File: src/rtl/alc_ram.sv
// Generic single-write, single-read RAM with registered read data.
module alc_ram #(
  parameter int WIDTH = 16,
  parameter int DEPTH = 256
) (
  input  logic                     clk,
  input  logic                     we,
  input  logic [$clog2(DEPTH)-1:0] waddr,
  input  logic [WIDTH-1:0]         wdata,
  input  logic [$clog2(DEPTH)-1:0] raddr,
  output logic [WIDTH-1:0]         rdata
);

  logic [WIDTH-1:0] mem [DEPTH];

  always_ff @(posedge clk) begin
    if (we) begin
      mem[waddr] <= wdata;
    end
    rdata <= mem[raddr];
  end

endmodule

File: config.mk
export PLATFORM = sky130hd
export DESIGN_NAME = alc_ram
export DESIGN_NICKNAME = d
export VERILOG_FILES = /design/src/rtl/alc_ram.sv
export SDC_FILE = /design/constraint.sdc
export NUM_CORES = 2
export LEC_CHECK = 0
export BUFFER_PORTS_ARGS = -buffer_cell sky130_fd_sc_hd__buf_2
export CAP_MARGIN = 15
export CORE_ASPECT_RATIO = 2
export CORE_MARGIN = 2
export CORE_UTILIZATION = 31
export DETAILED_ROUTE_END_ITERATION = 10
export PLACE_DENSITY = 0.42
export SETUP_SLACK_MARGIN = 0.02
export SLEW_MARGIN = 20
export SYNTH_ARGS = -nofsm -noshare
export SYNTH_HDL_FRONTEND = slang
export SYNTH_SLANG_ARGS = --single-unit
File: constraint.sdc
create_clock -name clk -period 5.53 [get_ports clk]
set_input_delay 1.106 -clock clk [delete_from_list [all_inputs] [get_ports clk]]
set_output_delay 1.106 -clock clk [all_outputs]
set_load 0.01 [all_outputs]
# Word-level counts from Yosys, hierarchy flattened
# Memories as Yosys holds them, arrays and structs flattened. A register that Yosys moved wholly into a read port is not among the register bits.
# Index checks and enable logic that the tools add are counted.
classes:
  n_mux: 2
op_table:
  columns: ["op", "count"]
  rows:
  - ["1-bit two-way mux", 2]
word_totals:
  output_inout_bits: 16
  elab_cells: 3
  in_bits: 34
  memories: 1
  reg_bits: 0
  mem_bits_rw: 4096
mem_list:
  columns: ["name", "words", "word_bits", "read_ports", "rd_clocked_by_memory_dff", "write_ports", "line_no", "text"]
  rows:
  - ["mem", 256, 16, 1, 1, 1, "14", "logic [WIDTH-1:0] mem [DEPTH];"]

# Longest topological paths before layout
depth:
  word_depth: 2
  mapped_depth: 12
  depth_no_buf: 6

# Worst setup path before layout
# OpenSTA, ideal clock, no wires.
synth_timing:
  path_type: "input port to flip-flop"
  from: "input port waddr[3]"
  to: "memory mem[235][0] (enable)"
  path_buffers: 3
  stages: 6
  setup_time_ps: 388
  t_arrival_ps: 2883
  setup_slack_ps: 2259
  required_ps: 5142
  path_cell_list: "clkbuf_1 nor2b_1 clkbuf_1 nand4_1 clkbuf_1 nor2_1"
synth_lines:
  columns: ["item", "line_no", "text"]
  rows:
  - ["from (decl)", "8", "input logic [$clog2(DEPTH)-1:0] waddr,"]
  - ["to (decl)", "14", null]
# Straight into the memory's write port.

==> results.md <==
* Total CTS buffers at 363
* Clock transition at the registers of the reported paths at 0.06 ns
* Die area at 0.518 mm²
* Post-Synth Adder-Cell Area at 0%
* Sequential Power Share at 54.1%
* Worst path arrival time at ~5.3 ns
* First-pass GRT wire length at about 700,000 µm
* Synthesis warning total at 0
* Finished Layout Cells at 14,900
* Asr flop ratio synth at 0%
* Critical Path End Type: flip-flop
* P_sw at approximately 14 mW
* Die height at 1020 µm
* Starting density of the core at 31.1%
* Syn nets at 7,394
* Crit-path max FO at 39
* Register bit count reported by yosys at 4,112
* Internal power at 49.4 mW
* CTS resizes at 0
* HP Class: in -> reg
* Initial antenna violation count at 28
* GPL Wtd Cong at 0.818
* Rows at approximately 370
* Vias in the first global route at 81,400
* Cell taking the most area after synthesis: edfxtp_1
* IO Pins at 50
* Mean Syn Cell Area at 21.6 µm²
* Die Wd at roughly 510 µm
* DR vias at 77,700
* # Post-CTS Setup Buffers at 0
* Final Hold Viols at 0
* Skew-Pair Late Insertion Delay at 0.97 ns
* Most frequent cells after synthesis: 4,096 x edfxtp_1, 797 x mux4_2, 565 x mux2i_1, 304 x nor2_1, 252 x o221ai_1
* Unrepaired setup endpoints after global routing: false
* Fin nets at 7,899
* Crit path largest cell delay at 1.04 ns
* Worst reg2reg setup slack at between 2 and 2.5 ns
* Number of synthesized flops with an enable pin at ~4,100
* CP most frequent cell: buf_12
* Tcrit/Tclk final at between 80% and 90%
* Post-Synth Simple-Gate Area at 1.57%
* Longest Clk Path Bufs at 4
* Status: completed
* Worst Skew at 0.0454 ns
* Post-synth top area share at between 70% and 80%
* GRT overflow at 0
* Top_reg_cell synth: edfxtp_1
* Final ANT Viol Nets at 0
* Wire per inst at around 34 µm
* Placed insts at between 10,000 and 15,000
* Critical path class: in -> reg
* Most common cell in the synthesized netlist: edfxtp_1
* Seq/Total Area, Yosys at between 70% and 80%
* Synth Area in Compound Gates at 3.54%
* PortBufs at 49
* Hold bufs inserted after CTS at 0
* Clk sinks at between 4,000 and 5,000
* Synth top area cells: edfxtp_1 77%, mux4_2 11%, mux2i_1 3.6%, o221ai_1 1.4%, nor2_1 0.72%
* Max_cap viols at 0
* Fin Setup TNS at 0 ns
* Worst Path Required at 6.28 ns
* Clock power frac at 40.4%
* Post-synthesis mux area share at between 10% and 20%
* Syn Inst Count at 7,360
* Synthesis-to-finish area growth at 15.0%
* CP cell instances: buf_12, buf_12, buf_12, mux4_2, mux2_2, a22oi_1, nand2_1, o32ai_2, nor4_1
* XOR/XNOR Fraction of Synth Area at 0%
* Remaining DRCs at 0
* Cell at the slowest stage of the critical path: o32ai_2
* Logic pwr share at under 10%
* # fillers at 46,900
* DRT Pass-1 Iters at 6
* Post-Syn Area at 0.159 mm²
* Slew @ Worst Pin at 1.43 ns
* Post-place setup slack at -0.0382 ns
* Gr usage total at 19.4%
* PnR worst setup slack at 0.944 ns
* Slew headroom at 4.65%
* DR iter-0 viols at 7,592
* Worst setup SP type: input port
* Largest family of logic cells by synthesized area: multiplexers
* H-tree levels at 5
* Peak supply drop at 249 µV
* F_max at 218 MHz
* LEAKAGE at approximately 57 nW
* Crit path time final at 4.59 ns
* Switching Fraction at 22.4%
* Post-DR vias/cell at 5.21
* Largest net degree at the start of global routing at between 150 and 200
* DRT Wirelength at 510,000 µm
* PwrDens at 349 mW/mm²
* Endpoints failing setup at 0
* Core area at between 0.5 and 0.6 mm²
* Netlist cell types at between 50 and 60
* Share of layout cells above drive strength 1 at between 20% and 30%
* TritonCTS clock tree: yes
* CTS Root Cell: clkbuf_16
* Hpwl dp at between 300,000 and 400,000 µm
* Slew Limit Fails at 0
-- final cells by class --
| cell class | count | area (µm²) | area share (%) |
|---|---|---|---|
| clock buffer | 434 | 9510 | 5.21 |
| antenna | 16 | 40.0 | 0.0219 |
| sequential | 4112 | 123000 | 67.6 |
| clock inverter | 230 | 2200 | 1.20 |
| inverter | 4 | 27.5 | 0.0151 |
| timing repair buffer | 592 | 5470 | 3.00 |
| multi-input combinational | 2792 | 33500 | 18.4 |
| tap | 6714 | 8400 | 4.60 |
-- cell families (layout without fill, tap and decap cells) --
kind of cell	Yosys count	in the layout
muxes	1450	1450
DFF	4112	4112
and+or+nand+nor	556	556
buffers and inverters	456	1260
other	0	16
AOI/OAI and AO/OA	786	786
-- final timing paths --
path / cells after the start / start / end
setup / recovery: 9 / raddr[0] / rdata[0]$_DFF_P_
hold / removal: 1 / wdata[5] / mem[198][5]$_DFFE_PP_
setup reg to reg: 6 / mem[11][0]$_DFFE_PP_ / rdata[0]$_DFF_P_
hold reg to reg: 6 / mem[114][14]$_DFFE_PP_ / rdata[14]$_DFF_P_
-- sequential cells by signal (all words and copies together), names as in the netlist --
name	cells
mem	4096
rdata	16
-- critical path, delay by kind of cell --
family	cells	cell delay, ns
buf+inv	3	1.04
compound gates	2	1.64
mux	2	0.88
simple gates	2	0.46
-- cells in the final DEF, fill, tap and decap left out, types with 15 or more instances in the layout --
| master | instances |
|---|---|
| mux4_2 | 797 |
| o221ai_1 | 252 |
| mux2_2 | 88 |
| bufinv_16 | 33 |
| nand3_1 | 25 |
| buf_4 | 466 |
| a221oi_1 | 28 |
| nor4_1 | 15 |
| clkbuf_16 | 368 |
| nor3_1 | 84 |
| o31ai_1 | 15 |
| a22o_1 | 32 |
| buf_2 | 29 |
| clkinv_1 | 90 |
| edfxtp_1 | 4096 |
| o21ai_0 | 36 |
| nor2_2 | 152 |
| buf_8 | 18 |
| nand2_1 | 36 |
| a22oi_1 | 43 |
| nor2_4 | 16 |
| mux2i_1 | 565 |
| nand4_1 | 26 |
| clkinvlp_4 | 15 |
| clkinv_2 | 64 |
| a21oi_1 | 175 |
| clkbuf_1 | 61 |
| o22ai_1 | 148 |
| diode_2 | 16 |
| buf_12 | 76 |
| dfxtp_1 | 16 |
| nor2_1 | 136 |
| a211oi_1 | 18 |
-- metal layers --
metal,vias to the layer above,GRT usage [%],share of wire (%)
met5,-,0,0.0053
met4,4,6.85,3.9
met3,554,1.82,3.6
met2,2013,36.7,55
met1,42900,22.5,37
li1,32200,-,-
-- per-stage QoR --
stage	hold WS [ns]	utilization, %	power (mW)	instance area (µm²)
after detailed placement	1.07	33.5	38.7	171000
final	0.528	35.8	63.7	183000
after global placement	1.05	33.4	38.6	171000
after CTS	0.458	35.8	64.4	182000
after global routing	0.512	35.8	65.5	182000
after floorplan	0.854	-	36.7	159000
-- power by group through the flow --
stage	registers (mW)	clock network (mW)	logic, mW
6_report	34.4	25.7	3.53
5_1_grt	34.4	27.4	3.69
4_1_cts	34.4	26.4	3.61
3_5_place_dp	35.1	0	3.61
3_3_place_gp	35.1	0	3.55
2_1_floorplan	35.1	0	1.69
(Power assumes the default switching activity.)
