`config.mk`:
```
export PLATFORM = sky130hd
export DESIGN_NAME = alc_lru
export DESIGN_NICKNAME = d
export VERILOG_FILES = /design/src/rtl/alc_pkg.sv /design/src/rtl/alc_lru.sv
export SDC_FILE = /design/constraint.sdc
export NUM_CORES = 1
export LEC_CHECK = 0
export ABC_AREA = 1
export BUFFER_PORTS_ARGS = -buffer_cell sky130_fd_sc_hd__buf_4
export CAP_MARGIN = 30
export CORE_ASPECT_RATIO = 0.7
export CORE_MARGIN = 3
export CORE_UTILIZATION = 40
export DETAILED_ROUTE_END_ITERATION = 6
export GPL_ROUTABILITY_DRIVEN = 0
export SYNTH_ARGS = -nofsm -noshare
export SYNTH_HDL_FRONTEND = slang
export SYNTH_SLANG_ARGS = --single-unit
```
`constraint.sdc`:
```
create_clock -name clk -period 4.8 [get_ports clk]
set_clock_uncertainty 0.1 [all_clocks]
set_input_delay 0 -clock clk [delete_from_list [all_inputs] [get_ports clk]]
set_output_delay 0 -clock clk [all_outputs]
set_load 0.02 [all_outputs]
```
`src/rtl/alc_pkg.sv`:
```
// Shared constants, command codes and word types for the LRU write-back cache.
package alc_pkg;

  localparam int NUM_LINES  = 32;
  localparam int LINE_WORDS = 8;
  localparam int MEM_WORDS  = 1024;

  localparam int ADDR_W  = 10;
  localparam int DATA_W  = 16;
  localparam int CMD_W   = 3;
  localparam int COUNT_W = 32;

  localparam int OFF_W      = $clog2(LINE_WORDS);
  localparam int WORD_W     = (OFF_W > 0) ? OFF_W : 1;
  localparam int TAG_W      = ADDR_W - OFF_W;
  localparam int LINE_IDX_W = (NUM_LINES > 1) ? $clog2(NUM_LINES) : 1;
  localparam int WORD_CNT_W = $clog2(LINE_WORDS + 1);
  localparam int LINE_AW    = LINE_IDX_W + WORD_W;
  localparam int LINE_DEPTH = 1 << LINE_AW;
  localparam int MEM_AW     = $clog2(MEM_WORDS);

  localparam logic [CMD_W-1:0] CMD_READ    = 3'd0;
  localparam logic [CMD_W-1:0] CMD_WRITE   = 3'd1;
  localparam logic [CMD_W-1:0] CMD_FLUSH   = 3'd2;
  localparam logic [CMD_W-1:0] CMD_PRELOAD = 3'd3;
  localparam logic [CMD_W-1:0] CMD_PEEK    = 3'd4;

  typedef struct packed {
    logic [CMD_W-1:0]  command;
    logic [ADDR_W-1:0] address;
    logic [DATA_W-1:0] write_data;
  } alc_req_t;

  typedef struct packed {
    logic [DATA_W-1:0]  read_data;
    logic               hit;
    logic [COUNT_W-1:0] hit_count;
    logic [COUNT_W-1:0] miss_count;
  } alc_rsp_t;

  typedef struct packed {
    logic                  clear;
    logic                  step;
    logic [LINE_IDX_W-1:0] line;
  } alc_lru_ctrl_t;

endpackage

```
`src/rtl/alc_lru.sv`:
```
// LRU order as a rotating shift line; one step per cycle with ctrl.step moves a line back.
module alc_lru
  import alc_pkg::*;
(
  input  logic                  clk,
  input  logic                  rst,
  input  alc_lru_ctrl_t         ctrl,
  output logic [LINE_IDX_W-1:0] victim
);

  logic [LINE_IDX_W-1:0] order      [NUM_LINES];
  logic [LINE_IDX_W-1:0] order_next [NUM_LINES];
  logic                  seen;

  // before the line is seen: rotate all; after: rotate all but the tail
  always_comb begin
    for (int i = 0; i < NUM_LINES - 1; i++) begin
      order_next[i] = order[i + 1];
    end
    order_next[NUM_LINES - 1] = seen ? order[NUM_LINES - 1] : order[0];
    if (seen) begin
      order_next[NUM_LINES - 2] = order[0];
    end
  end

  always_ff @(posedge clk) begin
    if (rst) begin
      for (int i = 0; i < NUM_LINES; i++) begin
        order[i] <= LINE_IDX_W'(i);
      end
      seen <= 1'b0;
    end else if (ctrl.clear) begin
      seen <= 1'b0;
    end else if (ctrl.step) begin
      seen <= seen | (order[0] == ctrl.line);
      for (int i = 0; i < NUM_LINES; i++) begin
        order[i] <= order_next[i];
      end
    end
  end

  assign victim = order[0];

endmodule

```
-- After elaboration in Yosys (flattened, before gate mapping)
Memory sizes are Yosys's and may differ from the RTL's.
Index checks and enable logic that the tools add are counted.
Widths: inputs -> output; s select.
- $add $sub $neg: 0
- multipliers: 0
- div/mod/pow operators: 0
- order comparisons: 0
- equality and inequality tests: 1
- shifts and indexed selects: 0
- multiplexer cells: 40
- bitwise operators: 33
- reduce and logical (&&, ||, !) cells: 1
- operator list (kind ; count):
    $mux 5 ; 34
    $or 1x1->1 ; 33
    $mux 1 ; 6
    $eq 5x5->1 ; 1
    $reduce_or 2->1 ; 1
- bits in registers: 1
- bits in latches: 0
- bits in writable memories: 160
- memory bits (read-only): 0
- input bits: 9
- output and inout port bits: 5
- word-level logic and storage cells: 77
- memories kept: 1
- memories (memory ; words ; width ; read ports ; clocked after memory_dff ; wr ports ; line ; source):
    order ; 32 ; 5 ; 32 ; 0 ; 32 ; alc_lru.sv:11 ; logic [LINE_IDX_W-1:0] order [NUM_LINES];

-- Longest topological paths before layout
- word-level depth: 5
- gate-level depth with buffers: 6
- mapped depth without buffers: 6

-- Worst setup path after synthesis
Ideal clock, no wire load.
- path kind: input -> register
- from: input port rst
- to: memory order[0][0] in the netlist's numbering, enable pin
- library setup time: 1.303 ns
- arrival: 2.880 ns
- required time: 3.397 ns
- setup slack: 0.516 ns
- cell stages on the path: 4
- buffers on the path: 2
- path through: buf_6 -> inv_1 -> buf_2 -> nand2_1
- RTL lines (item ; line ; source):
    start, declared ; alc_lru.sv:6 ; input logic rst,
    end, declared ; alc_lru.sv:11 ;

==> impl_metrics.env <==
export IMPL_synth_common_cells="160 x edfxtp_1, 92 x inv_1, 84 x nor2_1"
export IMPL_total_power_mw=3.10
export IMPL_hold_end="order[0][132]"
export IMPL_use_met3=0.0298
export IMPL_antenna_found_initial=0
export IMPL_worst_slew_pin_slew_ns=0.729
export IMPL_grt_pass1_wl_mm=14.3
export IMPL_io_pins=14
export IMPL_cts_tree="built"
export IMPL_design_die_area_um2=17200
export IMPL_gr_total_overflow=0
export IMPL_leakage_nw=2.71
export IMPL_grt_use_met2=0.136
export IMPL_status="finished clean"
export IMPL_diodes=0
export IMPL_ir_worst_vdd_uv=228
export IMPL_fillers=1334
export IMPL_drive_gt1_frac=0.174
export IMPL_drtIter0Drc=226
export IMPL_cts_buffers=17
export IMPL_utilization=0.473
export IMPL_clock_latency_ns=0.41
export IMPL_cts_setup_buffers=0
export IMPL_hp_class="input port to flop"
export IMPL_antenna_left=0
export IMPL_synth_seq_cells=161
export IMPL_hpwl_mm=4.32
export IMPL_cts_clk_slew_worst_paths_ns=0.06
export IMPL_finalCriticalPeriod_ns=1.79
export IMPL_comb_power_share=0.037
export IMPL_hold_start="rst"
export IMPL_p_seq_frac=0.530
export IMPL_dr_pass1_iters=4
export IMPL_cts_sinks=161
export IMPL_finalSetupViolCount=0
export IMPL_synth_flop_cell="edfxtp_1"
export IMPL_synth_area_top_cells="edfxtp_1 77%, inv_1 5.5%, nor2_1 5.0%, or2_2 3.7%, or2_1 3.5%"
export IMPL_setup_tns_ns=0
export IMPL_rr_worst_depth=6
export IMPL_p_switching_mw=0.626
export IMPL_grt_pass1_vias=2934
export IMPL_crit_fanout=54
export IMPL_yosysTopAreaCell="edfxtp_1"
export IMPL_groute_layer_met1_usage=0.159
export IMPL_clock_fmax_mhz=558
export IMPL_top_usage_layer="met1"
export IMPL_finalWirelength_mm=8.36
export IMPL_hold_path_cell_count=2
export IMPL_synth_seq_area_share=0.772
export IMPL_die_w_um=155
export IMPL_synth_most_common_cell="edfxtp_1"
export IMPL_syn_avg_cell_area_um2=13.4
export IMPL_slew_headroom=0.514
export IMPL_grt_setup_unrepaired="false"
export IMPL_die_h_um=111
export IMPL_p_per_area_nw_per_um2=438
export IMPL_r2r_end="seen"
export IMPL_p_clk_frac=0.432
export IMPL_area_growth_pct=13.5
export IMPL_r2r_slack_ns=3.06
export IMPL_hold_viol_final=0
export IMPL_grt_max_degree=142
export IMPL_syn_area_um2=6250
export IMPL_vias_per_cell=4.34
export IMPL_async_reset_ff_frac=0
export IMPL_ctsResizeCount=0
export IMPL_vias=2987
export IMPL_port_buffers=13
export IMPL_crit_path_start="ctrl[6]"
export IMPL_dp_slack_ns=2.58
export IMPL_fin_nets=490
export IMPL_worstSetupPathType="input port to flop"
export IMPL_syn_inst=467
export IMPL_final_area_um2=7090
export IMPL_synthesis_nets=476
export IMPL_drcViolationCount=0
export IMPL_wl_per_cell_um=12.1
export IMPL_htree_num_levels=4
export IMPL_swShare=0.202
export IMPL_row_count=37
export IMPL_p_int_mw=2.48
export IMPL_end_kind="flop"
export IMPL_worstPathRequired_ns=4.85
export IMPL_start_util=0.416
export IMPL_synth_distinct_cells=18
export IMPL_yosys_warnings=0
export IMPL_coreArea_um2=15000
export IMPL_worstSetupStartpointType="input port"
export IMPL_clock_path_buffers=2
export IMPL_cap_violations=0
export IMPL_placed_area_um2=6480
export IMPL_cts_root_buf="clkbuf_16"
export IMPL_worst_ep_arrival_time_ns=1.84
export IMPL_fin_crit_sh=0.374
export IMPL_drv_slew=0
export IMPL_grt_total_usage=0.106
export IMPL_synth_top_area_share=0.769
export IMPL_timing_rr_start="order[0][4]"
export IMPL_finalWorstSetupSlack_ns=3.01
export IMPL_synth_edf_count=160
-- metrics by stage --
step / hold WS, ns / cells
after floorplan: 0.0388 / 467
after global placement: 0.151 / 655
after detailed placement: 0.155 / 655
after CTS: 0.0283 / 689
after global routing: 0.0491 / 689
final: 0.0354 / 689
-- power by group through the flow --
stage / logic, mW / clock network [mW] / registers, mW
after floorplan: 0.0906 / 0 / 1.68
after global placement: 0.113 / 0 / 1.67
after detailed placement: 0.117 / 0 / 1.67
after CTS: 0.119 / 1.38 / 1.65
after global routing: 0.134 / 1.45 / 1.65
final: 0.115 / 1.34 / 1.65
-- routing by layer --
metal | part of all wire | vias up
li1 | - | 1506
met1 | 0.53 | 1417
met2 | 0.42 | 45
met5 | 0 | -
met3 | 0.029 | 19
met4 | 0.027 | 0
-- sequential cells by signal (all words and copies together), names as in the netlist --
| register | cells |
|---|---|
| order | 160 |
| seen | 1 |
-- cells in the final DEF (no fill, tap or decap), types with 3 or more instances in the layout --
master      count
clkbuf_16      17
clkinvlp_4      6
bufinv_16       3
buf_4          14
nor2_1         84
edfxtp_1      160
or2_2          37
or2_1          35
o211ai_1        3
inv_1          92
nand2_1        23
-- what timing repair did --
item / in CTS / in global routing
endpoints found under the setup margin: 0 / 0
endpoints found under the hold margin: 1 / 0
hold buffers: 2 / 0
-- worst max-delay path, cell delays in order --
cell           delay (ns)
dlygate4sd3_1        0.52
buf_4                0.11
inv_1                0.04
nand2_2              0.12
nor2_4               0.04
inv_2                0.40
buf_4                0.50
nor2_1               0.09
-- final cells by class --
| class | instances | area [um^2] | share of cell area |
|---|---|---|---|
| Sequential cell | 161 | 4820 | 0.680 |
| Multi-Input combinational cell | 191 | 933 | 0.132 |
| Clock buffer | 18 | 429 | 0.0605 |
| Inverter | 93 | 349 | 0.0492 |
| Tap cell | 195 | 244 | 0.0344 |
| Clock inverter | 14 | 166 | 0.0235 |
| Timing Repair Buffer | 17 | 145 | 0.0205 |
-- kinds of logic (layout without fill, tap and decap cells) --
family	Yosys count	count (layout)	synth area share
simple gates	184	184	0.141
flops	161	161	0.772
buf+inv	115	142	0.0795
compound gates	7	7	0.00681
-- worst max path at each step --
stage | endpoint | slack, ns
5_1_grt | order[0][33] | 2.80
6_report | order[0][19] | 3.01
3_5_place_dp | order[0][49] | 2.58
2_1_floorplan | order[0][0] | 0.52
3_3_place_gp | order[0][54] | 2.64
4_1_cts | order[0][19] | 2.97
Power figures use the tool's default switching activity.
